==> src/rtl/dos_pkg.sv <==
// ----------------------------------------------------------------------------
// dos_pkg
// Shared types and constants for the DHCP option scanner.
// ----------------------------------------------------------------------------
package dos_pkg;

  localparam int DEFAULT_MAX_REGION_BYTES = 2048;

  localparam int BYTE_W   = 8;
  localparam int STATUS_W = 3;
  localparam int OFFSET_W = 11;

  localparam logic [BYTE_W-1:0] TARGET_CODE_RESET = 8'd53;
  localparam logic [BYTE_W-1:0] CODE_PAD          = 8'd0;
  localparam logic [BYTE_W-1:0] CODE_END          = 8'd255;

  typedef enum logic [STATUS_W-1:0] {
    ST_FOUND  = 3'd0,
    ST_END    = 3'd1,
    ST_ABSENT = 3'd2,
    ST_TRUNC  = 3'd3,
    ST_SHORT  = 3'd4,
    ST_LONG   = 3'd5
  } status_t;

  typedef struct packed {
    logic                value_valid;
    logic [BYTE_W-1:0]   value_byte;
    logic                verdict_valid;
    status_t             status;
    logic [OFFSET_W-1:0] option_offset;
    logic [BYTE_W-1:0]   option_length;
  } result_t;

  typedef struct packed {
    logic [BYTE_W-1:0] option_byte;
    logic              last_byte;
  } in_item_t;

endpackage

==> src/rtl/dos_in_stage.sv <==
// ----------------------------------------------------------------------------
// dos_in_stage
// Input register: captures one byte per transfer and holds it until the
// parse engine consumes it.
// ----------------------------------------------------------------------------
module dos_in_stage (
  input  logic              clk,
  input  logic              rst,
  input  logic              in_valid,
  output logic              in_ready,
  input  dos_pkg::in_item_t in_item,
  input  logic              advance,
  output logic              step,
  output dos_pkg::in_item_t held_item
);
  import dos_pkg::*;

  logic held_valid;

  assign in_ready = !held_valid || advance;
  assign step     = held_valid && advance;

  always_ff @(posedge clk) begin
    if (rst) begin
      held_valid <= 1'b0;
    end else if (in_ready) begin
      held_valid <= in_valid;
    end
    if (in_ready && in_valid) begin
      held_item <= in_item;
    end
  end

endmodule

==> src/rtl/dos_parse_engine.sv <==
// ----------------------------------------------------------------------------
// dos_parse_engine
// Option record walker: phase and counter state, target code register and
// the per-byte result.
// ----------------------------------------------------------------------------
module dos_parse_engine #(
  parameter int MAX_REGION_BYTES = dos_pkg::DEFAULT_MAX_REGION_BYTES
) (
  input  logic                      clk,
  input  logic                      rst,
  input  logic                      cfg_wr_en,
  input  logic [dos_pkg::BYTE_W-1:0] cfg_wr_data,
  input  logic                      step,
  input  dos_pkg::in_item_t         item,
  output logic                      res_valid,
  output dos_pkg::result_t          res
);
  import dos_pkg::*;

  localparam int POS_W = $clog2(MAX_REGION_BYTES + 1);
  localparam logic [POS_W-1:0] POS_MAX = POS_W'(MAX_REGION_BYTES);

  typedef enum logic [2:0] {
    PH_CODE      = 3'd0,
    PH_MATCH_LEN = 3'd1,
    PH_VALUE     = 3'd2,
    PH_SKIP_LEN  = 3'd3,
    PH_SKIP_BODY = 3'd4
  } phase_t;

  logic [BYTE_W-1:0]   target_code;
  phase_t              phase, phase_next;
  logic [POS_W-1:0]    pos, pos_next;
  logic [BYTE_W-1:0]   skip_remaining, skip_remaining_next;
  logic [OFFSET_W-1:0] match_offset, match_offset_next;
  logic [BYTE_W-1:0]   match_length, match_length_next;
  logic                search_done, search_done_next;

  logic [BYTE_W-1:0] b;
  logic              last;
  logic              verd, with_match;
  logic [BYTE_W-1:0] skip_dec;

  assign b        = item.option_byte;
  assign last     = item.last_byte;
  assign skip_dec = skip_remaining - 1'b1;

  always_comb begin
    phase_next          = phase;
    pos_next            = pos;
    skip_remaining_next = skip_remaining;
    match_offset_next   = match_offset;
    match_length_next   = match_length;
    search_done_next    = search_done;
    verd                = 1'b0;
    with_match          = 1'b0;
    res                 = '0;
    res.status          = ST_FOUND;

    if (search_done) begin
      // ignore bytes until region end
    end else if (pos >= POS_MAX) begin
      verd       = 1'b1;
      res.status = ST_LONG;
    end else begin
      pos_next = pos + 1'b1;
      if (pos == '0 && last) begin
        verd       = 1'b1;
        res.status = ST_SHORT;
      end else begin
        case (phase)
          PH_CODE: begin
            if (b == CODE_PAD) begin
            end else if (b == CODE_END) begin
              verd       = 1'b1;
              res.status = ST_END;
            end else if (b == target_code) begin
              match_offset_next = OFFSET_W'(pos);
              match_length_next = '0;
              phase_next        = PH_MATCH_LEN;
              if (last) begin
                verd       = 1'b1;
                with_match = 1'b1;
                res.status = ST_TRUNC;
              end
            end else begin
              phase_next = PH_SKIP_LEN;
            end
          end
          PH_MATCH_LEN: begin
            match_length_next = b;
            if (last) begin
              verd       = 1'b1;
              with_match = 1'b1;
              res.status = ST_TRUNC;
            end else if (b == '0) begin
              verd       = 1'b1;
              with_match = 1'b1;
              res.status = ST_FOUND;
            end else begin
              skip_remaining_next = b;
              phase_next          = PH_VALUE;
            end
          end
          PH_VALUE: begin
            res.value_valid     = 1'b1;
            res.value_byte      = b;
            skip_remaining_next = skip_dec;
            if (skip_dec == '0) begin
              verd       = 1'b1;
              with_match = 1'b1;
              res.status = ST_FOUND;
            end else if (last) begin
              verd       = 1'b1;
              with_match = 1'b1;
              res.status = ST_TRUNC;
            end
          end
          PH_SKIP_LEN: begin
            skip_remaining_next = b;
            phase_next          = (b != '0) ? PH_SKIP_BODY : PH_CODE;
          end
          PH_SKIP_BODY: begin
            skip_remaining_next = skip_dec;
            if (skip_dec == '0) begin
              phase_next = PH_CODE;
            end
          end
          default: begin
            phase_next = PH_CODE;
          end
        endcase
        if (!verd && last) begin
          verd       = 1'b1;
          res.status = ST_ABSENT;
        end
      end
    end

    if (verd) begin
      search_done_next = 1'b1;
    end
    if (with_match) begin
      res.option_offset = match_offset_next;
      res.option_length = match_length_next;
    end
    res.verdict_valid = verd;
    if (!verd) begin
      res.status = ST_FOUND;
    end

    if (last) begin
      phase_next          = PH_CODE;
      pos_next            = '0;
      skip_remaining_next = '0;
      match_offset_next   = '0;
      match_length_next   = '0;
      search_done_next    = 1'b0;
    end
  end

  assign res_valid = res.value_valid || res.verdict_valid;

  always_ff @(posedge clk) begin
    if (rst) begin
      target_code    <= TARGET_CODE_RESET;
      phase          <= PH_CODE;
      pos            <= '0;
      skip_remaining <= '0;
      match_offset   <= '0;
      match_length   <= '0;
      search_done    <= 1'b0;
    end else begin
      if (cfg_wr_en) begin
        target_code <= cfg_wr_data;
      end
      if (step) begin
        phase          <= phase_next;
        pos            <= pos_next;
        skip_remaining <= skip_remaining_next;
        match_offset   <= match_offset_next;
        match_length   <= match_length_next;
        search_done    <= search_done_next;
      end
    end
  end

  a_rearm_on_last: assert property (@(posedge clk) disable iff (rst)
    step && last |=> pos == '0 && !search_done && phase == PH_CODE)
    else $error("state not rearmed after region end");

  a_pos_bound: assert property (@(posedge clk) disable iff (rst)
    pos <= POS_MAX)
    else $error("byte position past region bound");

  a_done_holds: assert property (@(posedge clk) disable iff (rst)
    step && search_done && !last |=> search_done)
    else $error("search_done dropped inside a region");

  // a found value leaves the phase at value with a zero count until region end
  a_count_nonzero: assert property (@(posedge clk) disable iff (rst)
    !search_done && (phase == PH_VALUE || phase == PH_SKIP_BODY) |->
      skip_remaining != '0)
    else $error("body count zero in body phase");

endmodule

==> src/rtl/dos_out_stage.sv <==
// ----------------------------------------------------------------------------
// dos_out_stage
// Result register: holds one result until the receiver takes it.
// ----------------------------------------------------------------------------
module dos_out_stage (
  input  logic             clk,
  input  logic             rst,
  input  logic             load,
  input  dos_pkg::result_t load_res,
  output logic             advance,
  output logic             out_valid,
  input  logic             out_ready,
  output dos_pkg::result_t out_res
);
  import dos_pkg::*;

  assign advance = !out_valid || out_ready;

  always_ff @(posedge clk) begin
    if (rst) begin
      out_valid <= 1'b0;
    end else if (load) begin
      out_valid <= 1'b1;
    end else if (out_ready) begin
      out_valid <= 1'b0;
    end
    if (load) begin
      out_res <= load_res;
    end
  end

endmodule

==> src/rtl/dhcp_option_scanner_core.sv <==
// ----------------------------------------------------------------------------
// dhcp_option_scanner_core
// Scans a DHCP options region, one byte per transfer, for the option whose
// code is held in target_code.
//
// Input channel (in_valid/in_ready): option_byte plus last_byte marking the
// final byte of the region. Output channel (out_valid/out_ready): a value
// byte of the matched option and/or one verdict per region (status, offset
// and length of the match). Bytes that cause no result produce no transfer.
// Configuration: cfg_wr_en/cfg_wr_data write target_code; the user must
// write it only while idle, the block does not enforce it. Throughput: one
// byte per cycle unless out_ready stalls the result register; the parse
// engine sits combinationally between the input register and the result
// register, which loads each result as its byte leaves the input register.
// When out_ready is low the result register holds and the input register
// fills, then in_ready drops; no result is lost.
// Reset (rst, synchronous): clears valids and parse state, target_code = 53.
// ----------------------------------------------------------------------------
module dhcp_option_scanner_core #(
  parameter int MAX_REGION_BYTES = dos_pkg::DEFAULT_MAX_REGION_BYTES
) (
  input  logic                          clk,
  input  logic                          rst,
  input  logic                          cfg_wr_en,
  input  logic [dos_pkg::BYTE_W-1:0]    cfg_wr_data,
  input  logic                          in_valid,
  output logic                          in_ready,
  input  logic [dos_pkg::BYTE_W-1:0]    option_byte,
  input  logic                          last_byte,
  output logic                          out_valid,
  input  logic                          out_ready,
  output logic                          value_valid,
  output logic [dos_pkg::BYTE_W-1:0]    value_byte,
  output logic                          verdict_valid,
  output logic [dos_pkg::STATUS_W-1:0]  status,
  output logic [dos_pkg::OFFSET_W-1:0]  option_offset,
  output logic [dos_pkg::BYTE_W-1:0]    option_length
);
  import dos_pkg::*;

  in_item_t in_item, held_item;
  result_t  res, out_res;
  logic     advance, step, res_valid;

  assign in_item.option_byte = option_byte;
  assign in_item.last_byte   = last_byte;

  dos_in_stage u_in (
    .clk       (clk),
    .rst       (rst),
    .in_valid  (in_valid),
    .in_ready  (in_ready),
    .in_item   (in_item),
    .advance   (advance),
    .step      (step),
    .held_item (held_item)
  );

  dos_parse_engine #(
    .MAX_REGION_BYTES (MAX_REGION_BYTES)
  ) u_parse (
    .clk         (clk),
    .rst         (rst),
    .cfg_wr_en   (cfg_wr_en),
    .cfg_wr_data (cfg_wr_data),
    .step        (step),
    .item        (held_item),
    .res_valid   (res_valid),
    .res         (res)
  );

  dos_out_stage u_out (
    .clk       (clk),
    .rst       (rst),
    .load      (step && res_valid),
    .load_res  (res),
    .advance   (advance),
    .out_valid (out_valid),
    .out_ready (out_ready),
    .out_res   (out_res)
  );

  assign value_valid   = out_res.value_valid;
  assign value_byte    = out_res.value_byte;
  assign verdict_valid = out_res.verdict_valid;
  assign status        = out_res.status;
  assign option_offset = out_res.option_offset;
  assign option_length = out_res.option_length;

endmodule
==> config.mk <==
export PLATFORM = sky130hd
export DESIGN_NAME = dhcp_option_scanner_core
export DESIGN_NICKNAME = d
export VERILOG_FILES = /design/src/rtl/dos_pkg.sv /design/src/rtl/dos_in_stage.sv /design/src/rtl/dos_parse_engine.sv /design/src/rtl/dos_out_stage.sv /design/src/rtl/dhcp_option_scanner_core.sv
export SDC_FILE = /design/constraint.sdc
export NUM_CORES = 1
export LEC_CHECK = 0
export BUFFER_PORTS_ARGS = -buffer_cell sky130_fd_sc_hd__clkbuf_2
export CAP_MARGIN = 20
export CORE_MARGIN = 2
export CORE_UTILIZATION = 56
export CTS_CLUSTER_DIAMETER = 100
export CTS_CLUSTER_SIZE = 30
export DETAILED_ROUTE_END_ITERATION = 16
export HOLD_SLACK_MARGIN = 0.08
export PLACE_DENSITY = 0.89
export REMOVE_ABC_BUFFERS = 1
export SYNTH_ARGS = -nofsm -noshare
export SYNTH_HDL_FRONTEND = slang
export SYNTH_SLANG_ARGS = --single-unit
==> constraint.sdc <==
create_clock -name clk -period 6.8 [get_ports clk]
set_clock_uncertainty 0.05 [all_clocks]
set_input_delay 0 -clock clk [delete_from_list [all_inputs] [get_ports clk]]
set_output_delay 0 -clock clk [all_outputs]
set_load 0.01 [all_outputs]
==> results.rst <==
.. list-table::
   :header-rows: 1

   * - Metric
     - Value
   * - Slew Viols, Final
     - 0
   * - Final instance area
     - 5300 sq um
   * - CTS max path bufs
     - 2
   * - Relative contribution of the clock network to total power
     - 31.6%
   * - Min Tclk post-route
     - 3370 ps
   * - Synth Cell Area
     - 4500 sq um
   * - Synth area leaders
     - edfxtp_1, dfxtp_1, mux2i_1
   * - Req. time, crit path
     - 6970 ps
   * - Total congestion overflow
     - 0
   * - Cell count after synthesis
     - 443
   * - Most used standard cells in the synthesized netlist
     - dfxtp_1, edfxtp_1, nor2_1, nand2_1, a21oi_1
   * - Placed wire-length estimate after detailed placement
     - 6800 microns
   * - Row cnt
     - 32
   * - Final hold slack
     - 276 ps
   * - Total iterations of the first detailed-routing run
     - 5
   * - Yosys warning total
     - 0
   * - Comb power frac
     - 10.4%
   * - Switching power total
     - 0.000286 W
   * - Final setup violation count
     - 0
   * - Achievable frequency
     - 297 MHz
   * - Post-Route WL
     - 10500 microns
   * - DRC
     - 0
   * - Setup crit end kind
     - flop
   * - CTS tree
     - done
   * - Via count
     - 3784
   * - Root cell of the clock tree
     - clkbuf_8
   * - Number of buffers inserted during clock tree synthesis
     - 9
   * - Share of synthesized area occupied by flip-flops and latches
     - 50.9%
   * - Max FO, Critical Path
     - 12
   * - Worst slew margin
     - 30.1%
   * - Clock transition at the registers of the reported paths
     - 100 ps
   * - Switching power share of the total
     - 26.5%
   * - Total negative slack for setup checks
     - 0 ps
   * - Setup repair after global routing missed its margin
     - false
   * - Worst vdd rail ir drop
     - 0.102 mV
   * - Signed area change from the synthesized netlist to the final layout
     - 17.6%
   * - Post-layout nets
     - 544
   * - Antenna Cells
     - 0
   * - WS Path Type
     - reg2reg
   * - EDFF count, synth
     - 41
   * - P per Cell Area
     - 203 nW/um^2
   * - Hold depth
     - 2
   * - Clk_lat worst skew
     - 380 ps
   * - Vias per cell
     - 6.05
   * - Number of flip-flops and latches in the synthesized netlist
     - 94
   * - Resized cells post-CTS
     - 0
   * - Most instantiated flip-flop cell in the synthesis netlist
     - dfxtp_1
   * - Initial antenna violation count
     - 0
   * - Floorplan core area
     - 7770 sq um
   * - Startpoint class of the critical path
     - flop
   * - Number of top-level pins
     - 56
   * - Arrival @ worst endpoint
     - 3540 ps
   * - Share of the clock period used by the worst path
     - 49.5%
   * - Global-route usage over all layers
     - 25.0%
   * - Fraction of synthesized cell area taken by the top area cell type
     - 27.3%
   * - Outcome
     - finished, final reports clean
   * - Hold_buf cts
     - 28
   * - Chip Height
     - 93.7 microns
   * - Width of the die
     - 93.7 microns
   * - Fraction of final layout cells with drive strength greater than 1
     - 18.0%
   * - Vias in the first global route
     - 3453
   * - GPL Wtd Cong
     - 0.901
   * - Hold Fails Final Rpt
     - 0
   * - Leakage power of the design
     - 1.93 nW
   * - Count of input and output buffers
     - 55
   * - Filler Cells Inserted
     - 576
   * - DRC violation total after the first TritonRoute iteration
     - 540
   * - Classification of the worst-slack hold path
     - in2reg
   * - Maximum number of pins on one net before global-route repair
     - 50
   * - Antenna Violating Nets Remaining
     - 0
   * - Initial Util
     - 58.0%
   * - Die area
     - 8780 sq um
   * - Seq pwr share
     - 58.0%
   * - Dominant cell type by area after synthesis
     - edfxtp_1
   * - Count of cells along the worst register-to-register path
     - 6
   * - First-pass GRT wire length
     - 17100 microns
   * - Max-capacitance violation count
     - 0
   * - Most frequently used cell type in the post-synthesis netlist
     - dfxtp_1
   * - Minimum setup slack among reg-to-reg paths
     - 3430 ps
   * - Number of distinct standard cells referenced by the synthesized netlist
     - 57
   * - Mean instance size in the synthesized netlist
     - 10.2 sq um
   * - Placed Instance Area
     - 4840 sq um
   * - Cell internal pwr
     - 0.000790 W
   * - Count of H-tree levels built during CTS
     - 3
   * - Proportion of register bits with asynchronous set or reset after synthesis
     - 0%
   * - Transition time at the pin with the least slew margin
     - 1050 ps
   * - Per-cell routed wire length
     - 16.8 microns
   * - Sink count of the clock tree
     - 94
   * - Post-CTS Setup Repair Bufs
     - 0
==> logic make-up after synthesis <==
group           synth area share (%)
xor+xnor                        4.08
mux                             4.67
fa+ha+maj                       1.11
simple gates                    20.5
compound gates                  15.0
flops                           50.9
buf+inv                         3.72
==> placed cells by master, fill, tap and decap left out, drive strengths merged, types with 10 or more instances in the layout <==
cell type / n
a21oi: 23
and3: 12
clkbuf: 65
dfxtp: 53
dlygate4sd3: 28
edfxtp: 41
inv: 20
mux2i: 21
nand2: 32
nand2b: 13
nor2: 49
nor3: 10
o21ai: 18
o32ai: 12
xnor2: 14
==> through the flow <==
| stage | power [W] | utilization (%) | worst slack, ps | cells |
|---|---|---|---|---|
| after global placement | 0.000729 | 62.4 | 3760 | 581 |
| final | 0.00108 | 68.2 | 3430 | 625 |
| after CTS | 0.00107 | 68.2 | 3520 | 625 |
| after global routing | 0.00111 | 68.2 | 3120 | 625 |
| after floorplan | 0.000693 | - | 2140 | 421 |
| after detailed placement | 0.000732 | 62.4 | 3570 | 581 |
==> cell type report <==
cell class                      count  area [sq um]  share of cell area, %
Tap cell                          102           128                   2.41
Inverter                           18          67.6                   1.28
Timing Repair Buffer               86           578                   10.9
Clock inverter                      6          45.0                  0.850
Clock buffer                       10           128                   2.41
Sequential cell                    94          2290                   43.3
Multi-Input combinational cell    309          2060                   38.9
==> sequential cells by signal, indices dropped and copies added, names as in the netlist <==
| name | flops |
|---|---|
| u_parse.pos | 12 |
| u_parse.match_length | 8 |
| u_out.out_valid | 1 |
| u_parse.target_code | 8 |
| u_in.held_valid | 1 |
| u_parse.phase | 3 |
| u_parse.search_done | 1 |
| u_parse.skip_remaining | 8 |
| u_out.out_res | 32 |
| u_in.held_item | 9 |
| u_parse.match_offset | 11 |
==> metal layers <==
metal	GRT usage [%]	wire length, microns	vias to the layer above	part of all wire (%)
li1	-	-	1770	-
met1	34.4	4490	1771	43
met2	38.8	4920	214	47
met3	4.57	817	29	7.8
met4	10.9	246	0	2.3
met5	0	0	-	0
==> worst paths after layout <==
path                           startpoint                       to
setup / recovery        u_in.held_item[3]  u_parse.match_offset[0]
hold reg to reg   u_parse.match_offset[7]  u_parse.match_offset[7]
setup reg to reg        u_in.held_item[3]  u_parse.match_offset[0]
hold / removal             option_byte[6]        u_in.held_item[7]
==> power by group through the flow <==
| stage | Combinational, W | Clock, W | Sequential [W] |
|---|---|---|---|
| after global placement | 0.0000939 | 0 | 0.000635 |
| after detailed placement | 0.0000957 | 0 | 0.000637 |
| final | 0.000112 | 0.000340 | 0.000624 |
| after floorplan | 0.0000579 | 0 | 0.000635 |
| after CTS | 0.000110 | 0.000341 | 0.000623 |
| after global routing | 0.000123 | 0.000361 | 0.000626 |
==> worst max-delay path, stage by stage, from the launching register on <==
cell and delay, ps:
edfxtp_1 560, xnor2_1 200, nand4_1 160, nor4_1 550, nand2_1 580, a21oi_1 920
o32ai_1 180
(Power assumes the default switching activity.)
